--- src/hw/rtl/wcp_pkg.sv ---
// Package for the wall column projection block: field widths, fixed-point
// constants and the packed word types of the input and result channels.
// Depends on nothing; every other file of the block uses it.
package wcp_pkg;

    localparam int DIST_W   = 24;
    localparam int DIR_W    = 16;
    localparam int POS_W    = 24;
    localparam int WH_W     = 12;
    localparam int HEIGHT_W = 16;
    localparam int ROW_W    = 12;
    localparam int TEXEL_W  = 6;

    localparam logic [WH_W-1:0] WH_RESET = 12'd480;

    // Texture width in texels, and the widths that follow from it.
    localparam int TEXTURE_WIDTH = 64;
    localparam int TW_W          = $clog2(TEXTURE_WIDTH + 1);
    localparam int TEX_IDX_W     = $clog2(TEXTURE_WIDTH);

    // The hit coordinate is formed in units of 2^-30; position is Q8.16 and
    // the product of distance and direction is Q8.16 * Q2.14, so the position
    // is shifted up by 14 to line the two up.
    localparam int FRAC_BITS = 30;
    localparam int POS_SHIFT = 14;
    localparam int SCALED_W  = FRAC_BITS + TW_W;

    // One quotient bit per divider stage.
    localparam int DIV_STEPS  = HEIGHT_W;
    // Texel path: fraction, scale and mirror stages, then a delay line.
    localparam int TEX_STAGES = 3;
    localparam int TEX_DELAY  = DIV_STEPS - TEX_STAGES;
    // Capture stage, divider stages, row stage.
    localparam int PIPE_DEPTH = DIV_STEPS + 2;

    typedef struct packed {
        logic [DIST_W-1:0]       wall_distance;
        logic                    hit_side;
        logic signed [DIR_W-1:0] dir_x;
        logic signed [DIR_W-1:0] dir_y;
        logic [POS_W-1:0]        player_x;
        logic [POS_W-1:0]        player_y;
    } wcp_in_t;

    typedef struct packed {
        logic [HEIGHT_W-1:0] slice_height;
        logic [ROW_W-1:0]    first_row;
        logic [ROW_W-1:0]    last_row;
        logic [TEXEL_W-1:0]  texel_column;
    } wcp_out_t;

endpackage

--- src/hw/rtl/wcp_divider.sv ---
// Pipelined restoring divider: window height * 2^16 / distance, one quotient
// bit per stage, with saturation forced from a flag computed ahead of it.
// Depends on wcp_pkg.
module wcp_divider (
    input  logic                         aclk,
    input  logic                         en,
    input  logic [wcp_pkg::DIST_W-1:0]   rem_in,
    input  logic [wcp_pkg::DIST_W-1:0]   divisor_in,
    input  logic                         sat_in,
    output logic [wcp_pkg::HEIGHT_W-1:0] height_out
);

    logic [wcp_pkg::DIST_W-1:0]   rem_reg [wcp_pkg::DIV_STEPS];
    logic [wcp_pkg::DIST_W-1:0]   dsr_reg [wcp_pkg::DIV_STEPS];
    logic [wcp_pkg::HEIGHT_W-1:0] quo_reg [wcp_pkg::DIV_STEPS];
    logic                         sat_reg [wcp_pkg::DIV_STEPS];

    for (genvar k = 0; k < wcp_pkg::DIV_STEPS; k++) begin : g_step
        logic [wcp_pkg::DIST_W-1:0]   prev_rem;
        logic [wcp_pkg::DIST_W-1:0]   prev_dsr;
        logic [wcp_pkg::HEIGHT_W-1:0] prev_quo;
        logic                         prev_sat;
        logic [wcp_pkg::DIST_W:0]     shifted;
        logic                         ge;
        logic [wcp_pkg::DIST_W-1:0]   rem_next;
        logic [wcp_pkg::HEIGHT_W-1:0] quo_next;

        if (k == 0) begin : g_first
            assign prev_rem = rem_in;
            assign prev_dsr = divisor_in;
            assign prev_quo = '0;
            assign prev_sat = sat_in;
        end else begin : g_rest
            assign prev_rem = rem_reg[k-1];
            assign prev_dsr = dsr_reg[k-1];
            assign prev_quo = quo_reg[k-1];
            assign prev_sat = sat_reg[k-1];
        end

        // The low numerator bits are all zero, so each step only doubles.
        always_comb begin
            shifted  = {prev_rem, 1'b0};
            ge       = (shifted >= {1'b0, prev_dsr});
            rem_next = ge ? wcp_pkg::DIST_W'(shifted - {1'b0, prev_dsr})
                          : wcp_pkg::DIST_W'(shifted);
            quo_next = {prev_quo[wcp_pkg::HEIGHT_W-2:0], ge};
        end

        always_ff @(posedge aclk) begin
            if (en) begin
                rem_reg[k] <= rem_next;
                dsr_reg[k] <= prev_dsr;
                quo_reg[k] <= quo_next;
                sat_reg[k] <= prev_sat;
            end
        end
    end

    assign height_out = sat_reg[wcp_pkg::DIV_STEPS-1] ? '1
                                                      : quo_reg[wcp_pkg::DIV_STEPS-1];

endmodule

--- src/hw/rtl/wcp_texel.sv ---
// Texture column path: hit fraction, scaling by the texture width, mirroring,
// then a delay line so that the column lines up with the divider's result.
// Depends on wcp_pkg.
module wcp_texel (
    input  logic                          aclk,
    input  logic                          en,
    input  logic [wcp_pkg::POS_W-1:0]     pos_in,
    input  logic [wcp_pkg::FRAC_BITS-1:0] prod_in,
    input  logic                          mirror_in,
    output logic [wcp_pkg::TEXEL_W-1:0]   texel_out
);

    logic [wcp_pkg::FRAC_BITS-1:0] frac_reg;
    logic                          mirror1_reg;
    logic [wcp_pkg::SCALED_W-1:0]  scaled_reg;
    logic                          mirror2_reg;
    logic [wcp_pkg::TEXEL_W-1:0]   texel_reg [wcp_pkg::TEX_DELAY+1];

    logic [wcp_pkg::FRAC_BITS-1:0] frac_next;
    logic [wcp_pkg::SCALED_W-1:0]  scaled_next;
    logic [wcp_pkg::TEX_IDX_W-1:0] tex_idx;
    logic [wcp_pkg::TEX_IDX_W-1:0] tex_mirrored;
    logic [wcp_pkg::TEXEL_W-1:0]   texel_next;

    always_comb begin
        // Only the fraction matters, so the sum wraps at 2^30 (floor also
        // for negative coordinates).
        frac_next    = wcp_pkg::FRAC_BITS'({pos_in, {wcp_pkg::POS_SHIFT{1'b0}}})
                       + prod_in;
        scaled_next  = wcp_pkg::SCALED_W'(frac_reg)
                       * wcp_pkg::SCALED_W'(wcp_pkg::TEXTURE_WIDTH);
        tex_idx      = scaled_reg[wcp_pkg::FRAC_BITS +: wcp_pkg::TEX_IDX_W];
        tex_mirrored = wcp_pkg::TEX_IDX_W'(wcp_pkg::TEXTURE_WIDTH - 1) - tex_idx;
        texel_next   = mirror2_reg ? wcp_pkg::TEXEL_W'(tex_mirrored)
                                   : wcp_pkg::TEXEL_W'(tex_idx);
    end

    always_ff @(posedge aclk) begin
        if (en) begin
            frac_reg     <= frac_next;
            mirror1_reg  <= mirror_in;
            scaled_reg   <= scaled_next;
            mirror2_reg  <= mirror1_reg;
            texel_reg[0] <= texel_next;
        end
    end

    for (genvar k = 1; k <= wcp_pkg::TEX_DELAY; k++) begin : g_delay
        always_ff @(posedge aclk) begin
            if (en) begin
                texel_reg[k] <= texel_reg[k-1];
            end
        end
    end

    assign texel_out = texel_reg[wcp_pkg::TEX_DELAY];

endmodule

--- src/hw/rtl/wall_column_projection.sv ---
// Top level of the wall column projection block: capture stage, divider and
// texel pipelines, row clamping, output skid register and configuration.
// Depends on wcp_pkg, wcp_divider and wcp_texel.
//
// Takes one ray hit per screen column and returns the wall slice: the height
// in rows (window height * 2^16 / distance, truncated, saturating at 65535,
// also for a zero distance), the first and last rows clamped to the window,
// and the texture column. The block is a fixed pipeline of 18 register
// stages: one capture stage holding the direction multiply and the
// saturation compare, sixteen divider stages that each settle one quotient
// bit, and one stage that halves and clamps the rows. While the result side
// does not stall, a word can enter in every cycle, so the sustained rate is
// one word per clock, and each word passes these stages in that order. An
// output skid register parts the two sides: when the result side holds off,
// the last result is parked there and s_ready drops in the next cycle, with
// nothing lost or repeated. The window height is written through the cfg
// port, which is always ready; it resets to 480 and must only be changed
// while no word is in flight.
module wall_column_projection (
    input  logic                    aclk,
    input  logic                    aresetn,

    input  logic                    s_valid,
    output logic                    s_ready,
    input  wcp_pkg::wcp_in_t        s_data,

    output logic                    m_valid,
    input  logic                    m_ready,
    output wcp_pkg::wcp_out_t       m_data,

    input  logic                    cfg_valid,
    output logic                    cfg_ready,
    input  logic [wcp_pkg::WH_W-1:0] cfg_data
);

    // Configuration register.
    logic [wcp_pkg::WH_W-1:0] window_height_reg;

    // Pipeline control.
    logic                           en;
    logic [wcp_pkg::PIPE_DEPTH-1:0] valid_reg;
    logic [wcp_pkg::PIPE_DEPTH-1:0] valid_next;

    // Capture stage.
    logic [wcp_pkg::DIST_W-1:0]    s1_dist_reg;
    logic                          s1_sat_reg;
    logic [wcp_pkg::POS_W-1:0]     s1_pos_reg;
    logic [wcp_pkg::FRAC_BITS-1:0] s1_prod_reg;
    logic                          s1_mirror_reg;

    logic signed [wcp_pkg::DIR_W-1:0]           dir_sel;
    logic signed [wcp_pkg::DIST_W:0]            dist_signed;
    logic signed [wcp_pkg::DIST_W+wcp_pkg::DIR_W:0] prod_full;
    logic [wcp_pkg::POS_W-1:0]                  pos_sel;
    logic                                       mirror_next;
    logic                                       sat_next;

    // Divider and texel results, aligned with the last divider stage.
    logic [wcp_pkg::HEIGHT_W-1:0] div_height;
    logic [wcp_pkg::TEXEL_W-1:0]  div_texel;

    // Row stage and skid register.
    logic [wcp_pkg::HEIGHT_W-2:0] half_height;
    logic [wcp_pkg::WH_W-2:0]     half_window;
    logic [wcp_pkg::HEIGHT_W-1:0] last_sum;
    wcp_pkg::wcp_out_t            out_next;
    wcp_pkg::wcp_out_t            out_reg;
    wcp_pkg::wcp_out_t            skid_reg;
    logic                         skid_valid_reg;
    logic                         skid_valid_next;
    logic                         out_valid;

    // ------------------------------------------------------------------
    // Configuration
    // ------------------------------------------------------------------
    assign cfg_ready = 1'b1;

    always_ff @(posedge aclk) begin
        if (!aresetn) begin
            window_height_reg <= wcp_pkg::WH_RESET;
        end else if (cfg_valid) begin
            window_height_reg <= cfg_data;
        end
    end

    // ------------------------------------------------------------------
    // Pipeline advance: the whole pipeline moves unless the skid register
    // already holds a word, so a stall freezes every stage together.
    // ------------------------------------------------------------------
    assign en      = !skid_valid_reg;
    assign s_ready = en;

    assign valid_next = {valid_reg[wcp_pkg::PIPE_DEPTH-2:0], s_valid};

    always_ff @(posedge aclk) begin
        if (!aresetn) begin
            valid_reg <= '0;
        end else if (en) begin
            valid_reg <= valid_next;
        end
    end

    // ------------------------------------------------------------------
    // Capture stage: pick the position and direction along the wall, form
    // the distance times direction product and decide saturation. The
    // quotient reaches 2^16 exactly when the window height is at least the
    // distance, and a zero distance saturates as well.
    // ------------------------------------------------------------------
    always_comb begin
        dir_sel     = s_data.hit_side ? s_data.dir_x : s_data.dir_y;
        pos_sel     = s_data.hit_side ? s_data.player_x : s_data.player_y;
        dist_signed = {1'b0, s_data.wall_distance};
        prod_full   = dist_signed * dir_sel;
        // X-side hits looking towards positive x and y-side hits looking
        // towards negative y see the texture from behind.
        mirror_next = s_data.hit_side ? s_data.dir_y[wcp_pkg::DIR_W-1]
                                      : ((s_data.dir_x != '0)
                                         && !s_data.dir_x[wcp_pkg::DIR_W-1]);
        sat_next    = (s_data.wall_distance == '0)
                      || (wcp_pkg::DIST_W'(window_height_reg) >= s_data.wall_distance);
    end

    always_ff @(posedge aclk) begin
        if (en) begin
            s1_dist_reg   <= s_data.wall_distance;
            s1_sat_reg    <= sat_next;
            s1_pos_reg    <= pos_sel;
            s1_prod_reg   <= prod_full[wcp_pkg::FRAC_BITS-1:0];
            s1_mirror_reg <= mirror_next;
        end
    end

    // ------------------------------------------------------------------
    // Divider and texture column, both DIV_STEPS stages deep.
    // ------------------------------------------------------------------
    wcp_divider u_divider (
        .aclk       (aclk),
        .en         (en),
        .rem_in     (wcp_pkg::DIST_W'(window_height_reg)),
        .divisor_in (s1_dist_reg),
        .sat_in     (s1_sat_reg),
        .height_out (div_height)
    );

    wcp_texel u_texel (
        .aclk      (aclk),
        .en        (en),
        .pos_in    (s1_pos_reg),
        .prod_in   (s1_prod_reg),
        .mirror_in (s1_mirror_reg),
        .texel_out (div_texel)
    );

    // ------------------------------------------------------------------
    // Row stage: centre the slice on half the window height. The top row
    // stops at zero and the bottom row at the last row of the window; a
    // window height of zero puts both rows at zero.
    // ------------------------------------------------------------------
    always_comb begin
        half_height = div_height[wcp_pkg::HEIGHT_W-1:1];
        half_window = window_height_reg[wcp_pkg::WH_W-1:1];
        last_sum    = wcp_pkg::HEIGHT_W'(half_window) + wcp_pkg::HEIGHT_W'(half_height);

        out_next.slice_height = div_height;
        out_next.texel_column = div_texel;

        if (wcp_pkg::HEIGHT_W'(half_height) > wcp_pkg::HEIGHT_W'(half_window)) begin
            out_next.first_row = '0;
        end else begin
            out_next.first_row = wcp_pkg::ROW_W'(half_window)
                                 - wcp_pkg::ROW_W'(half_height);
        end

        if (window_height_reg == '0) begin
            out_next.last_row = '0;
        end else if (last_sum >= wcp_pkg::HEIGHT_W'(window_height_reg)) begin
            out_next.last_row = wcp_pkg::ROW_W'(window_height_reg - 1'b1);
        end else begin
            out_next.last_row = wcp_pkg::ROW_W'(last_sum);
        end
    end

    always_ff @(posedge aclk) begin
        if (en) begin
            out_reg <= out_next;
        end
    end

    // ------------------------------------------------------------------
    // Skid register: when the output stage holds a word that is not taken
    // while the pipeline moves on, the word is parked here and goes out
    // first.
    // ------------------------------------------------------------------
    assign out_valid = valid_reg[wcp_pkg::PIPE_DEPTH-1];

    always_comb begin
        if (skid_valid_reg) begin
            skid_valid_next = !m_ready;
        end else begin
            skid_valid_next = out_valid && !m_ready;
        end
    end

    always_ff @(posedge aclk) begin
        if (!aresetn) begin
            skid_valid_reg <= 1'b0;
        end else begin
            skid_valid_reg <= skid_valid_next;
        end
    end

    always_ff @(posedge aclk) begin
        if (!skid_valid_reg) begin
            skid_reg <= out_reg;
        end
    end

    assign m_valid = skid_valid_reg || out_valid;
    assign m_data  = skid_valid_reg ? skid_reg : out_reg;

    // ------------------------------------------------------------------
    // Assertions
    // ------------------------------------------------------------------
    // The top row never lies below the bottom row.
    a_rows_ordered: assert property (@(posedge aclk) disable iff (!aresetn)
        m_valid |-> (m_data.first_row <= m_data.last_row))
        else $error("first_row beyond last_row");

    // The bottom row stays inside the window.
    a_last_in_window: assert property (@(posedge aclk) disable iff (!aresetn)
        (m_valid && (window_height_reg != '0))
        |-> (m_data.last_row < window_height_reg))
        else $error("last_row outside the window");

    // While a word is parked in the skid register the pipeline is frozen.
    a_stall_freezes: assert property (@(posedge aclk) disable iff (!aresetn)
        skid_valid_reg |=> $stable(valid_reg))
        else $error("pipeline moved while the skid register was full");

    // A parked word is only released when the result side takes it.
    a_skid_release: assert property (@(posedge aclk) disable iff (!aresetn)
        (skid_valid_reg && !m_ready) |=> skid_valid_reg)
        else $error("skid register dropped a word");

endmodule

--- config.mk ---
export PLATFORM = sky130hd
export DESIGN_NAME = wall_column_projection
export DESIGN_NICKNAME = d
export VERILOG_FILES = /design/src/hw/rtl/wcp_pkg.sv /design/src/hw/rtl/wcp_divider.sv /design/src/hw/rtl/wcp_texel.sv /design/src/hw/rtl/wall_column_projection.sv
export SDC_FILE = /design/constraint.sdc
export NUM_CORES = 2
export LEC_CHECK = 0
export BUFFER_PORTS_ARGS = -buffer_cell sky130_fd_sc_hd__buf_2
export CAP_MARGIN = 20
export CORE_MARGIN = 1
export CORE_UTILIZATION = 50
export CTS_BUF_LIST = sky130_fd_sc_hd__clkbuf_16
export DETAILED_ROUTE_END_ITERATION = 8
export PLACE_DENSITY = 0.74
export RECOVER_POWER = 100
export SYNTH_ARGS = -nofsm -noshare
export SYNTH_HDL_FRONTEND = slang
export SYNTH_SLANG_ARGS = --single-unit
export TNS_END_PERCENT = 10
--- constraint.sdc ---
create_clock -name aclk -period 22.4 [get_ports aclk]
set_input_delay 1.12 -clock aclk [delete_from_list [all_inputs] [get_ports aclk]]
set_output_delay 1.12 -clock aclk [all_outputs]
set_load 0.005 [all_outputs]
==> results.json <==
{
  "grt_pass1_vias": 45000,
  "max_freq_ghz": 0.0729,
  "slowest_delay_ps": 6980,
  "violations": "capacitance limit, slew limit",
  "drc": 0,
  "use_met1": 0.280,
  "crit_fanout": 190,
  "cts.sinks": 1151,
  "cts_resized": 0,
  "hpwl_mm": 112,
  "via_count": 45100,
  "routedWlPerCell_microns": 18.6,
  "worstSetupStartpointType": "register",
  "wl_mm": 152,
  "setup_violations": 0,
  "syn2layout_area_growth_pct": 9.45,
  "worstSkewPairLatency_ps": 750,
  "via_per_inst": 5.53,
  "first_pass_iters": 8,
  "synthArstFlopShare": 0,
  "ys_types": 102,
  "finalNetCount": 7194,
  "root_buffer": "clkbuf_16",
  "hold_slack_ps": 398,
  "maxSlewHeadroom": -5.84,
  "hold_path.class": "reg2reg",
  "cts_max_level": 3,
  "hold_viol": 0,
  "min_period_ps": 13720,
  "yosys_warnings": 0,
  "grt_max_degree": 191,
  "grt_first_pass_wirelength_mm": 240,
  "gr-usage-met2": 0.367,
  "endpoint_kind": "register",
  "syn_inst": 6075,
  "std_cell_rows": 136,
  "ios": 171,
  "required_ps": 22760,
  "drive_gt1_frac": 0.0781,
  "n_antenna_cell": 0,
  "fin_cells": 8157,
  "synth-main-ff-cell": "edfxtp_1",
  "final_area_sq_mm": 0.0760,
  "synth_edf_count": 1074,
  "cp_slowest_cell": "clkbuf_1",
  "syn_area_per_cell_sq_um": 11.4,
  "tns_ps": 0,
  "dp.cells": 7931,
  "globalplace.congestion": 0.887,
  "syn_area_sq_mm": 0.0694,
  "drt_iter0_markers": 3266,
  "peakVddDrop_mv": 0.386,
  "p_leak_uw": 0.0336,
  "grt_usage": 0.216,
  "ant_nets": 0,
  "critical_path_class": "reg2reg",
  "synth_seq_area_share": 0.487,
  "worstPathArrival_ps": 14080,
  "busiest_layer": "met2",
  "path_clk_slew_ps": 60,
  "die-area_sq_mm": 0.140,
  "tightest_slew_ps": 10270,
  "antenna_found_initial": 7,
  "ys_top_cells_by_area": "edfxtp_1, ha_1, fa_1",
  "ys_ff_latch": 1151,
  "final_max_slew_viol_count": 1120,
  "max-cap-violations": 19,
  "powerDensity_mw_per_mm2": 127,
  "synth_top_area_share": 0.465,
  "numPortBuffers": 153,
  "path_cells": "clkinvlp_2 -> clkbuf_1 -> buf_12 -> clkbuf_1 -> buf_4 -> buf_12",
  "die_h_microns": 375,
  "dpl_cell_area_sq_mm": 0.0722,
  "synth_fp_nets": 7009,
  "numCtsBuffers": 119,
  "coreArea_sq_mm": 0.138,
  "fin_worst_skew_ps": 32.4,
  "start_util": 0.504,
  "cts_tree": "yes",
  "synth_top_area_cell": "edfxtp_1",
  "die_w_microns": 375,
  "cts_buffer_depth": 3,
  "cts_hold_buf": 0,
  "cts_setup_buffers": 0,
  "grt_overflow": 0,
  "grt_use_met3": 0.0395,
  "outcome": "finished, violations left",
  "fin_crit_sh": 0.612,
  "rsz0062_at_grt": "no"
}
-- cells in the final DEF, fill, tap and decap left out, types with 151 or more instances in the layout --
| cell type | synthesis | final |
|---|---|---|
| a21oi_1 | 340 | 342 |
| edfxtp_1 | 1074 | 1074 |
| fa_1 | 280 | 280 |
| ha_1 | 532 | 532 |
| inv_1 | 858 | 874 |
| mux2_2 | 192 | 151 |
| nand2_1 | 482 | 486 |
| nor2_1 | 371 | 370 |
| o21ai_0 | 254 | 286 |
| xnor2_1 | 210 | 210 |
-- cell families (layout without fill, tap and decap cells) --
kind of cell               count (synthesis)  in the layout  synth area share
xor gates and xnor gates                 338            338            0.0427
adders and majority gates                812            812             0.177
buffers and inverters                    986           1274            0.0547
muxes                                    254            254            0.0402
AOI/OAI and AO/OA                       1117           1117             0.103
DFF                                     1151           1151             0.487
and+or+nand+nor                         1416           1416            0.0955
other                                      1              1         0.0000540
-- cells in the mapped netlist, drive strengths merged (35+ instances only) --
cell / number
o21bai: 36
a211oi: 47
nand4: 43
xnor2: 210
o21ai: 288
inv: 859
nor2: 371
buf: 48
fa: 280
xor2: 128
o21a: 63
nor2b: 86
mux2i: 57
edfxtp: 1074
mux2: 197
or2: 35
dfxtp: 77
a21o: 124
nand2b: 66
a21oi: 342
nand2: 486
clkbuf: 79
nand3: 60
ha: 532
and2: 85
nor3: 73
-- worst paths after layout --
path,start,endpoint,slack (ps),cells after the start
max,skid_valid_reg,u_divider.dsr_reg[0][96],8680,6
min,u_texel.texel_reg[6][4],u_texel.texel_reg[7][4],400,0
max reg2reg,skid_valid_reg,u_divider.dsr_reg[0][96],8680,6
min reg2reg,u_texel.texel_reg[6][4],u_texel.texel_reg[7][4],400,0
-- critical path: cells and delay by family (launching register included) --
family | cells | cell delay, ps
buffers and inverters | 6 | 12320
flip-flops | 1 | 570
-- routing by layer --
layer  wire length [microns]  vias up  part of all wire
met4                    4780       10             0.031
met1                   64300    22000              0.42
li1                        -    21500                 -
met3                    9470      297             0.062
met2                   73300     1289              0.48
met5                      69        -           0.00045
-- report_power, final --
part	leakage [uW]	internal, uW	switching (uW)
Sequential	0.0125	3030	198
Clock	0.00204	1180	861
Combinational	0.0191	1910	2490
-- stage by stage --
| step | setup slack, ps | util | total power (uW) |
|---|---|---|---|
| finish | 8680 | 0.552 | 9670 |
| global route | 7190 | 0.552 | 10400 |
| CTS | 14170 | 0.554 | 9780 |
| detailed placement | 13480 | 0.524 | 7670 |
| global placement | 13240 | 0.524 | 7520 |
| floorplan | 4440 | - | 6580 |
-- final cells by class --
class                      instances  area, sq um
sequential                      1151        33800
timing repair buffer             191          916
inverter                         859         3230
clock inverter                   105         1110
fill                           11400        61700
clock buffer                     119         2980
tap                             1794         2240
multi-input combinational       3938        31700
(Power assumes the default switching activity.)
